**src/rtl/core/ackrf_pkg.sv**
```systemverilog
// shared types and constants for the ack response frame receiver
`timescale 1ns / 1ps
`default_nettype none

package ackrf_pkg;

  localparam logic [7:0] ACK_BYTE     = 8'h06;
  localparam logic [7:0] NAK_BYTE     = 8'h15;
  localparam logic [7:0] CSFAIL_BYTE  = 8'h51;
  localparam logic [7:0] LEN_OVERHEAD = 8'd3;

  typedef enum logic [1:0] {
    KIND_START    = 2'd0,
    KIND_BYTE     = 2'd1,
    KIND_LINK_ERR = 2'd2
  } kind_t;

  typedef enum logic [1:0] {
    PH_HEADER   = 2'd0,
    PH_LENGTH   = 2'd1,
    PH_DATA     = 2'd2,
    PH_CHECKSUM = 2'd3
  } phase_t;

  typedef enum logic [1:0] {
    ST_BUSY     = 2'd0,
    ST_COMPLETE = 2'd1,
    ST_FAIL     = 2'd2,
    ST_CSFAIL   = 2'd3
  } status_t;

  typedef struct packed {
    phase_t     phase;
    logic [7:0] running_sum;
    logic [7:0] remaining_count;
    logic       data_expected;
    logic [7:0] byte_position;
  } parse_state_t;

  typedef struct packed {
    kind_t      kind;
    logic       expect_data;
    logic [7:0] rx_byte;
  } item_t;

  typedef struct packed {
    status_t    status;
    logic       data_valid;
    logic [7:0] data_byte;
    logic [7:0] data_index;
  } result_t;

endpackage

`default_nettype wire

```
**src/rtl/core/ackrf_parser.sv**
```systemverilog
// next-state and result logic of the response deframer
`timescale 1ns / 1ps
`default_nettype none

module ackrf_parser (
  input  ackrf_pkg::item_t        item,
  input  ackrf_pkg::parse_state_t state,
  output ackrf_pkg::parse_state_t state_nxt,
  output ackrf_pkg::result_t      res_nxt
);

  logic [7:0] sum_add;
  logic [7:0] rem_dec;

  assign sum_add = state.running_sum + item.rx_byte;
  assign rem_dec = state.remaining_count - 8'd1;

  always_comb begin
    state_nxt          = state;
    res_nxt.status     = ackrf_pkg::ST_BUSY;
    res_nxt.data_valid = 1'b0;
    res_nxt.data_byte  = 8'd0;
    res_nxt.data_index = 8'd0;
    case (item.kind)
      ackrf_pkg::KIND_START: begin
        state_nxt.phase           = ackrf_pkg::PH_HEADER;
        state_nxt.running_sum     = 8'd0;
        state_nxt.remaining_count = 8'd0;
        state_nxt.byte_position   = 8'd0;
        state_nxt.data_expected   = item.expect_data;
      end
      ackrf_pkg::KIND_LINK_ERR: begin
        state_nxt.phase = ackrf_pkg::PH_HEADER;
        res_nxt.status  = ackrf_pkg::ST_FAIL;
      end
      ackrf_pkg::KIND_BYTE: begin
        case (state.phase)
          ackrf_pkg::PH_HEADER: begin
            state_nxt.running_sum = item.rx_byte;
            if (item.rx_byte == ackrf_pkg::NAK_BYTE) begin
              res_nxt.status = ackrf_pkg::ST_FAIL;
            end else if (item.rx_byte == ackrf_pkg::CSFAIL_BYTE) begin
              res_nxt.status = ackrf_pkg::ST_CSFAIL;
            end else if (item.rx_byte == ackrf_pkg::ACK_BYTE) begin
              if (state.data_expected) begin
                state_nxt.phase = ackrf_pkg::PH_LENGTH;
              end else begin
                res_nxt.status = ackrf_pkg::ST_COMPLETE;
              end
            end
          end
          ackrf_pkg::PH_LENGTH: begin
            state_nxt.remaining_count = item.rx_byte;
            state_nxt.running_sum     = sum_add;
            state_nxt.byte_position   = 8'd0;
            state_nxt.phase = (item.rx_byte <= ackrf_pkg::LEN_OVERHEAD) ?
                              ackrf_pkg::PH_CHECKSUM : ackrf_pkg::PH_DATA;
          end
          ackrf_pkg::PH_DATA: begin
            state_nxt.running_sum     = sum_add;
            state_nxt.remaining_count = rem_dec;
            state_nxt.byte_position   = state.byte_position + 8'd1;
            res_nxt.data_valid        = 1'b1;
            res_nxt.data_byte         = item.rx_byte;
            res_nxt.data_index        = state.byte_position;
            if (rem_dec <= ackrf_pkg::LEN_OVERHEAD) begin
              state_nxt.phase = ackrf_pkg::PH_CHECKSUM;
            end
          end
          default: begin
            state_nxt.phase = ackrf_pkg::PH_HEADER;
            res_nxt.status  = (item.rx_byte == state.running_sum) ?
                              ackrf_pkg::ST_COMPLETE : ackrf_pkg::ST_FAIL;
          end
        endcase
      end
      default: begin
      end
    endcase
  end

endmodule

`default_nettype wire

```
**src/rtl/core/ack_response_frame_receiver.sv**
```systemverilog
// top level of the ack response frame receiver
//
//   port group  dir  contents
//   in_*        in   tuser: kind; tdata: expect_data, rx_byte
//   out_*       out  tuser: data_valid; tdata: status, data_byte, data_index
//
// one transaction per cycle sustained while out_tready stays high
// an input register feeds the parser, whose result lands in an output register
// the parser state advances only when the input register moves to the output
// a stall on the output holds both registers and drops in_tready only when full
// reset clears valids and returns the parser to header hunt
`timescale 1ns / 1ps
`default_nettype none

module ack_response_frame_receiver (
  input  logic        clk,
  input  logic        rst_n,
  input  logic        in_tvalid,
  output logic        in_tready,
  input  logic [15:0] in_tdata,   // expect_data, rx_byte, zero pad
  input  logic [1:0]  in_tuser,   // kind
  output logic        out_tvalid,
  input  logic        out_tready,
  output logic [23:0] out_tdata,  // status, data_byte, data_index, zero pad
  output logic        out_tuser   // data_valid
);

  ackrf_pkg::item_t        item_r;
  logic                    item_valid_r;
  ackrf_pkg::result_t      res_r;
  ackrf_pkg::result_t      res_nxt;
  logic                    out_valid_r;
  ackrf_pkg::parse_state_t state_r;
  ackrf_pkg::parse_state_t state_nxt;
  logic                    adv;
  logic                    in_fire;

  assign adv       = item_valid_r && (!out_valid_r || out_tready);
  assign in_tready = !item_valid_r || adv;
  assign in_fire   = in_tvalid && in_tready;

  ackrf_parser u_parser (
    .item      (item_r),
    .state     (state_r),
    .state_nxt (state_nxt),
    .res_nxt   (res_nxt)
  );

  always_ff @(posedge clk) begin
    if (!rst_n) begin
      item_valid_r          <= 1'b0;
      out_valid_r           <= 1'b0;
      state_r.phase         <= ackrf_pkg::PH_HEADER;
      state_r.running_sum   <= 8'd0;
      state_r.remaining_count <= 8'd0;
      state_r.data_expected <= 1'b0;
      state_r.byte_position <= 8'd0;
    end else begin
      if (in_fire) begin
        item_valid_r <= 1'b1;
      end else if (adv) begin
        item_valid_r <= 1'b0;
      end
      if (adv) begin
        out_valid_r <= 1'b1;
        state_r     <= state_nxt;
      end else if (out_tready) begin
        out_valid_r <= 1'b0;
      end
    end
  end

  always_ff @(posedge clk) begin
    if (in_fire) begin
      item_r.kind        <= ackrf_pkg::kind_t'(in_tuser);
      item_r.expect_data <= in_tdata[0];
      item_r.rx_byte     <= in_tdata[8:1];
    end
    if (adv) begin
      res_r <= res_nxt;
    end
  end

  assign out_tvalid = out_valid_r;
  assign out_tuser  = res_r.data_valid;
  assign out_tdata  = {6'd0, res_r.data_index, res_r.data_byte, res_r.status};

endmodule

`default_nettype wire
```
**config.mk**
```make
export PLATFORM = sky130hd
export DESIGN_NAME = ack_response_frame_receiver
export DESIGN_NICKNAME = d
export VERILOG_FILES = /design/src/rtl/core/ackrf_pkg.sv /design/src/rtl/core/ackrf_parser.sv /design/src/rtl/core/ack_response_frame_receiver.sv
export SDC_FILE = /design/constraint.sdc
export NUM_CORES = 1
export LEC_CHECK = 0
export ABC_AREA = 1
export ABC_CLOCK_PERIOD_IN_PS = 1750
export BUFFER_PORTS_ARGS = -buffer_cell sky130_fd_sc_hd__buf_2
export CORE_ASPECT_RATIO = 0.5
export CORE_MARGIN = 8
export CORE_UTILIZATION = 30
export DETAILED_ROUTE_END_ITERATION = 8
export GPL_TIMING_DRIVEN = 0
export PLACE_DENSITY = 0.55
export REMOVE_ABC_BUFFERS = 1
export SLEW_MARGIN = 20
export SYNTH_ARGS = -nofsm -noshare
export SYNTH_HDL_FRONTEND = slang
export SYNTH_SLANG_ARGS = --single-unit
```
**constraint.sdc**
```tcl
create_clock -name clk -period 1.75 [get_ports clk]
set_input_delay 0.0875 -clock clk [delete_from_list [all_inputs] [get_ports clk]]
set_output_delay 0.0875 -clock clk [all_outputs]
set_load 0.01 [all_outputs]
```
==> results of run 1 <==
## power by group through the flow
stage / logic (mW) / registers, mW / clock network, mW
2_1_floorplan: 0.204 / 1.58 / 0
3_3_place_gp: 0.306 / 1.58 / 0
3_5_place_dp: 0.308 / 1.58 / 0
4_1_cts: 0.365 / 1.54 / 1.66
5_1_grt: 0.446 / 1.55 / 1.73
6_report: 0.399 / 1.55 / 1.61
## metal layers
metal / routed length (um) / up-vias / part of all wire, %
met5: 0 / - / 0
met4: 102 / 0 / 1.4
met1: 3200 / 1166 / 45
met2: 3340 / 53 / 47
met3: 529 / 6 / 7.4
li1: - / 1331 / -
## flip-flops by register name (all words and copies together), names as in the netlist
name	cells
item_r	11
out_tdata	18
out_tvalid	1
item_valid_r	1
state_r	27
out_tuser	1
## metrics by stage
step / util [%] / worst slack (ns) / TNS, ns
6_report: 39.7 / 0.0378 / 0
3_3_place_gp: 33.5 / -0.250 / -2.69
5_1_grt: 39.7 / -0.0470 / -0.0470
4_1_cts: 38.3 / 0.00410 / 0
3_5_place_dp: 33.5 / -0.235 / -2.87
2_1_floorplan: - / 0.0323 / 0
## critical path, cell delays in order (launching register included)
cell and delay, ns:
sky130_fd_sc_hd__edfxtp_1 0.39, sky130_fd_sc_hd__ha_2 0.22, sky130_fd_sc_hd__fa_2 0.36, sky130_fd_sc_hd__nand2_2 0.08, sky130_fd_sc_hd__nand2_1 0.05, sky130_fd_sc_hd__nand2_1 0.06, sky130_fd_sc_hd__nand2_2 0.07, sky130_fd_sc_hd__nand2_2 0.06
sky130_fd_sc_hd__nand2_2 0.05, sky130_fd_sc_hd__a21oi_2 0.10, sky130_fd_sc_hd__o21ai_1 0.07, sky130_fd_sc_hd__a21oi_1 0.14
## what timing repair did
action / CTS / global route
setup buffers: 7 / 5
resized for setup: 10 / 24
endpoints found under the setup margin: 28 / 15
pin swaps: 2 / 4
hold buffers: 11 / 0
endpoints found under the hold margin: 11 / 0
## Yosys cell counts, drive strengths merged, types with 2 or more instances
cell and number:
ha 17, nand4 4, nor3 6, clkbuf 2
edfxtp 30, xor2 2, nor4 2, clkinv 2
o211ai 5, o21ai 21, a22oi 3, buf 10
nand2 77, xnor2 2, inv 50, nand3 18
a21oi 39, dfxtp 29, nor2 44, a21boi 2
## final cells by class
type                            instances  area, um^2
Clock buffer                           13         260
Clock inverter                          3        13.8
Fill cell                            1027        6120
Inverter                               52         203
Multi-Input combinational cell        251        1520
Sequential cell                        59        1480
Tap cell                              140         175
Timing Repair Buffer                   58         375
## how the worst max path moves through the flow
stage                      startpoint           to
after floorplan             item_r[0]  state_r[23]
after global placement    state_r[25]  state_r[26]
after detailed placement  state_r[25]  state_r[26]
after CTS                   item_r[0]  state_r[23]
after global routing        item_r[0]  state_r[23]
final                       item_r[0]  state_r[23]
## cells by family (layout without fill, tap and decap cells)
family                     after synthesis  after routing
and+or+nand+nor                        151            151
AOI/OAI and AO/OA                       72             72
buffers and inverters                   64            126
DFF                                     59             59
adders and majority gates               18             18
xor gates and xnor gates                 4              4
other                                    1              6
==> impl_results.md, run 1 <==
* Min Clock Period, post-route at approximately 1.7 ns
* Post-route standard cell area excluding fillers at approximately 4000 um^2
* Share of synthesized registers carrying an async set or reset at 0%
* I/O pin total at slightly below 50
* Die span in x at 160 um
* Max-capacitance violation count at 0
* Area of placed instances at between 3000 and 4000 um^2
* Root Buffer: sky130_fd_sc_hd__clkbuf_16
* Latest clock arrival within the worst-skew pair at ~0.33 ns
* Area of the die at ~14000 um^2
* Most frequent standard cell in the layout excluding fill and tap cells: sky130_fd_sc_hd__nand2_1
* Endpoint kind of the worst setup timing path: flip-flop
* Number of endpoints with negative hold slack in the final report at 0
* Post-synthesis average cell area at 8.45 um^2
* Worst setup path class: flip-flop to flip-flop
* Clock tree from TritonCTS: yes
* Number of antenna violations at the first check in global routing at 0
* Pre-Repair DR Iteration Count at 4
* Overall Global Routing Usage at between 10% and 20%
* Path depth of the worst reg2reg path at 11
* Number of enable-type register cells in the synthesized netlist at 30
* FF-to-FF setup slack at approximately 0.038 ns
* Synthesized instance count at between 300 and 400
* Drt wl/cell at ~12 um
* Power share of the clock group at a little under half
* Pin count of the biggest net entering global routing at 24
* Most frequent cells in the layout: 69 x sky130_fd_sc_hd__nand2_1, 43 x sky130_fd_sc_hd__inv_1, 38 x sky130_fd_sc_hd__nor2_1, 38 x sky130_fd_sc_hd__a21oi_1, 35 x sky130_fd_sc_hd__buf_2
* Overall power at ~3.6 mW
* Portion of synthesized cell area occupied by the leading cell type at a little under 30%
* Worst r2r src: item_r[0]
* Leading post-synthesis cells by cell area: sky130_fd_sc_hd__edfxtp_1 29%, sky130_fd_sc_hd__dfxtp_1 19%, sky130_fd_sc_hd__nand2_1 8.9%
* # rows at 26
* Critical path arrival at ~2 ns
* Seq pwr share at between 40% and 50%
* Mux contribution to synthesized area at 0%
* Number of instances in the placed design at around 540
* Sinks on Clock Net at between 50 and 60
* Unrepaired setup endpoints after global routing: true
* Largest family of logic cells by synthesized area: simple AND/OR/NAND/NOR gates
* Switch share at between 20% and 30%
* Final estimated routing congestion in global placement at ~0.85
* Met2 Resource Use GR at 17.1%
* Adder and majority gate portion of the synthesized area at between 7 and 8%
* Nature of the critical path startpoint: flip-flop
* DRC errors left at 0
* #FFs+latches synth at ~60
* Count of vias placed by the detailed router at roughly 2600
* Fraction of layout cells with a size suffix above 1 at between 20% and 30%
* DRT iter0 DRCs at 140
* Vias in the first global route at roughly 2400
* Net switching power at 0.856 mW
* Leakage power summed over all cells at about 1.7 nW
* Synth warn at 0
* XOR/XNOR share of the synthesized area at roughly 1.1%
* Aggregate routed wire length at between 7 and 8 mm
* Final non-filler cell total at ~580
* Number of H-tree branching levels at 3
* Core Box Area at 10100 um^2
* Per-cell via count in the routed design at between 4 and 5
* Internal Dissipation at ~2.7 mW
* Count of different cell masters after synthesis at 37
* Synthesized-area fraction occupied by and/or/nand/nor cells at 21.6%
* PortBufs at 35
* Highest achievable clock rate at between 0.5 and 0.6 GHz
* Worst hold stages at 3
* Count of final max-slew check failures at 0
* Wire length of the first global-routing pass at around 11 mm
* Height of the chip at 88.1 um
* Layout Area Growth over Synthesis at 29.2%
* Cell type with the largest total area after synthesis: sky130_fd_sc_hd__edfxtp_1
* Number of buffers inserted during clock tree synthesis at 9
* Largest fanout of any net on the critical path at 3
* Grt peak-use layer: met2
* Predominant post-synthesis flop cell: sky130_fd_sc_hd__edfxtp_1
* Global-route track usage on met3 at about 4.7%
* Worst vdd ir at roughly 380 uV
* Area of the mapped netlist at roughly 3100 um^2
* Endpoint of the worst-slack reg-to-reg timing path: state_r[23]
* Combinational group share of total power at around 11%
* Smallest hold slack at around 0.037 ns
* Area fraction in compound gates after synthesis at 12.9%
* Clock transition at the register clock pins on the worst setup and hold paths after CTS at roughly 0.05 ns
* Power per Cell Area at roughly 880 nW/um^2
* Beginning of the worst hold path: in_tvalid
* HPWL after detailed placement at 4.93 mm
* Setup skew after layout at between 0.005 and 0.006 ns
* CTS Buffer Depth at 2
* Number of setup violations in the final report at 0
* Part of the Yosys area used for sequential elements at between 40% and 50%
* Initial Utilization at 30.7%
* Antenna Diode Count at 0
* Met1 Use GR at 12.0%
* Final net count at roughly 470
* Destination of the worst hold path: item_valid_r
* Outcome: finished clean
* Required time worst endpoint at ~2.0 ns
* DRT antenna net count at 0
* Share of the cycle needed by the critical path after routing at just under 100%
* Congestion Overflow GR at 0
* Min-delay worst type: input port to flip-flop
Note: power is estimated with default switching activity, not from simulation.
==> run 2, diff against run 1 <==
--- a/config.mk
+++ b/config.mk
@@ -18,4 +18,5 @@
 export SLEW_MARGIN = 20
 export SYNTH_ARGS = -nofsm -noshare
 export SYNTH_HDL_FRONTEND = slang
+export SYNTH_HIERARCHICAL = 1
 export SYNTH_SLANG_ARGS = --single-unit
==> run 2 against run 1 <==
The flow now finishes with violations (negative setup slack). Global-route usage rose by 2.1 points. Final cell count is 33% higher. Synthesized cell count increased by 38%. Fmax decreased by 16%. Utilization up 2.1 points. Setup slack worse by 0.33 ns. Highest routed layer unchanged.
==> impl_results.md, run 2 <==
* Share of the core filled with cells in the final layout at approximately two fifths
* Required time worst endpoint at a little under 2 ns
* Number of antenna violations at the first check in global routing at 0
* Number of H-tree branching levels at 3
* DRT antenna net count at 0
* Count of different cell masters after synthesis at 39
* Fraction of layout cells with a size suffix above 1 at between 30% and 40%
* Flip-flop count of the largest register, all copies and words added at 27
* Pre-Repair DR Iteration Count at 5
* Slowest-stage cell, CP: sky130_fd_sc_hd__edfxtp_1
* Synth cell count leaders: 83 x sky130_fd_sc_hd__nand2_1, 75 x sky130_fd_sc_hd__inv_1, 62 x sky130_fd_sc_hd__nor2_1
* Initial Utilization at 30.4%
* Relative slew slack at about three fifths
* Number of setup violations in the final report at 10
* Worst hold stages at 4
* Most frequent standard cell in the layout excluding fill and tap cells: sky130_fd_sc_hd__nand2_1
* Combinational group share of total power at a little under a quarter
* Per-cell via count in the routed design at 4.71
* # rows at 29
* Most common cell in the netlist: sky130_fd_sc_hd__nand2_1
* Cell type with the largest total area after synthesis: sky130_fd_sc_hd__edfxtp_1
* Clock tree from TritonCTS: yes
* Part of the Yosys area used for sequential elements at ~40%
* Number of buffers inserted during clock tree synthesis at 9
* Internal Dissipation at between 2 and 3 mW
* Die span in x at 175 um
* Final estimated routing congestion in global placement at roughly 0.84
* Leakage power summed over all cells at 2.21 nW
* Predominant post-synthesis flop cell: sky130_fd_sc_hd__edfxtp_1
* Endpoint kind of the worst setup timing path: flip-flop
* Critical path arrival at ~2.3 ns
* Drt wl/cell at ~14 um
* Net switching power at ~1.2 mW
* Synthesized instance count at 510
* Leading post-synthesis cells by cell area: sky130_fd_sc_hd__edfxtp_1 24%, sky130_fd_sc_hd__dfxtp_1 15%, sky130_fd_sc_hd__nand2_1 8.2%
* Worst vdd ir at about 370 uV
* Worst setup path class: flip-flop to flip-flop
* Number of filler cells placed in the layout at 1220
* I/O pin total at just under 50
* Switch share at between 20% and 30%
* Min-delay worst type: input port to flip-flop
* Aggregate routed wire length at 10.6 mm
* CTS Buffer Depth at 2
* Area of placed instances at approximately 4100 um^2
* Setup skew after layout at approximately 0.0086 ns
* PortBufs at 35
* Post-synthesis average cell area at approximately 7.5 um^2
* Height of the chip at 95.7 um
* Seq pwr share at approximately two fifths
* Worst slew pin tran at between 0.6 and 0.7 ns
* Setup WS post-layout at -0.292 ns
* Area of the die at 16800 um^2
* Highest achievable clock rate at a little under 0.5 GHz
* Register with the most flip-flops: state_r
* Violations in the final reports: negative setup slack
* Critical path, cell by cell: ha_4 -> fa_2 -> buf_4 -> buf_4 -> xor2_1 -> nand2_1 -> o2111ai_2 -> inv_1 -> nand3_1 -> nand2_1 -> nor2_1
* Antenna Diode Count at 0
* Path depth of the worst reg2reg path at 11
* #FFs+latches synth at 59
* Sinks on Clock Net at 59
* Post-route standard cell area excluding fillers at ~5200 um^2
* Max incr delay on CP at 0.50 ns
* Congestion Overflow GR at 0
* Count of vias placed by the detailed router at around 3600
* DRC errors left at 0
* Latest clock arrival within the worst-skew pair at about 0.33 ns
* Most frequent cells in the layout: 76 x sky130_fd_sc_hd__nand2_1, 70 x sky130_fd_sc_hd__inv_1, 58 x sky130_fd_sc_hd__nor2_1, 39 x sky130_fd_sc_hd__a21oi_1, 38 x sky130_fd_sc_hd__nand3_1
* Nature of the critical path startpoint: flip-flop
* Outcome: finished, violations left
* Share of the cycle needed by the critical path after routing at 117%
* Clock transition at the register clock pins on the worst setup and hold paths after CTS at about 0.05 ns
* Synth warn at 6
* Wire length of the first global-routing pass at approximately 17 mm
* Core Box Area at 12500 um^2
* Portion of synthesized cell area occupied by the leading cell type at a little under a quarter
* Pin count of the biggest net entering global routing at between 50 and 60
* HPWL after detailed placement at between 6 and 7 mm
* Power per Cell Area at ~790 nW/um^2
* DRT iter0 DRCs at 210
* Power share of the clock group at 37.9%
* Count of final max-slew check failures at 0
* Number of enable-type register cells in the synthesized netlist at 30
* Area of the mapped netlist at ~3800 um^2
* Number of endpoints with negative hold slack in the final report at 0
* Vias in the first global route at ~3400
* Root Buffer: sky130_fd_sc_hd__clkbuf_16
* Overall Global Routing Usage at 12.6%
* Largest fanout of any net on the critical path at 2
* Setup TNS at -1.23 ns
* Min Clock Period, post-route at between 2 and 2.5 ns
* Final net count at ~630
* Share of synthesized registers carrying an async set or reset at 0%
* Unrepaired setup endpoints after global routing: true
* Layout Area Growth over Synthesis at 37.3%
* Max-capacitance violation count at 0
[run 2: logic make-up (layout without fill, tap and decap cells)]
kind of cell               after synthesis  in the layout  synth area share, %
buffers and inverters                  115            197                 13.7
xor gates and xnor gates                 4              4                0.920
other                                    1              6               0.0984
adders and majority gates               19             19                 6.44
and+or+nand+nor                        219            219                 26.1
DFF                                     59             59                 38.9
AOI/OAI and AO/OA                       93             93                 13.8
[run 2: repair_timing]
item | CTS | global route
gates resized for setup | 38 | 61
hold endpoints to repair | 12 | 0
pin swaps | 18 | 21
setup endpoints to repair | 37 | 37
setup buffers | 23 | 20
hold buffers | 12 | 0
[run 2: layout make-up]
cell class / instances / area, um^2 / area share [%]
clock inverters: 6 / 33.8 / 0.646
clock buffers: 10 / 229 / 4.38
well taps: 170 / 213 / 4.07
inverters: 90 / 368 / 7.03
repair buffers: 91 / 697 / 13.3
multi-input cells: 341 / 2200 / 42.0
flip-flops and latches: 59 / 1500 / 28.6
[run 2: power groups by stage]
stage / sequential, mW / combinational [mW] / clock [mW]
global route: 1.63 / 1.04 / 1.66
floorplan: 1.63 / 0.471 / 0
global placement: 1.65 / 0.623 / 0
finish: 1.62 / 0.940 / 1.56
detailed placement: 1.64 / 0.647 / 0
CTS: 1.61 / 0.793 / 1.61
[run 2: routing by layer]
layer,GRT usage (%),vias to the layer above,wire length (um)
li1,-,1831,-
met1,15.9,1674,4730
met5,0,-,0
met2,20.7,97,4820
met4,3.99,0,193
met3,3.60,12,800
[run 2: through the flow]
step | cells | hold WS [ns] | power [mW] | worst slack, ns
6_report | 767 | 0.186 | 4.12 | -0.292
4_1_cts | 747 | 0.166 | 4.01 | -0.241
5_1_grt | 767 | 0.225 | 4.33 | -0.426
3_3_place_gp | 695 | 0.266 | 2.28 | -2.24
2_1_floorplan | 490 | 0.186 | 2.10 | -1.05
3_5_place_dp | 696 | 0.268 | 2.29 | -0.556
[run 2: path summary, 6_finish.rpt]
kind	to	startpoint	slack (ns)
worst min register to register	state_r[7]	state_r[7]	0.48
worst max register to register	state_r[19]	item_r[0]	-0.29
worst min-delay path	item_valid_r	out_tready	0.19
worst max-delay path	state_r[19]	item_r[0]	-0.29
[run 2: worst max-delay path: cells and delay by family, from the launching register on]
kind / cells / cell delay (ns)
AO/OA/AOI/OAI: 1 / 0.09
XOR/XNOR: 1 / 0.15
adder cells (fa/ha/maj): 2 / 0.58
buffers and inverters: 3 / 0.32
flip-flops: 1 / 0.50
AND/OR/NAND/NOR: 4 / 0.27
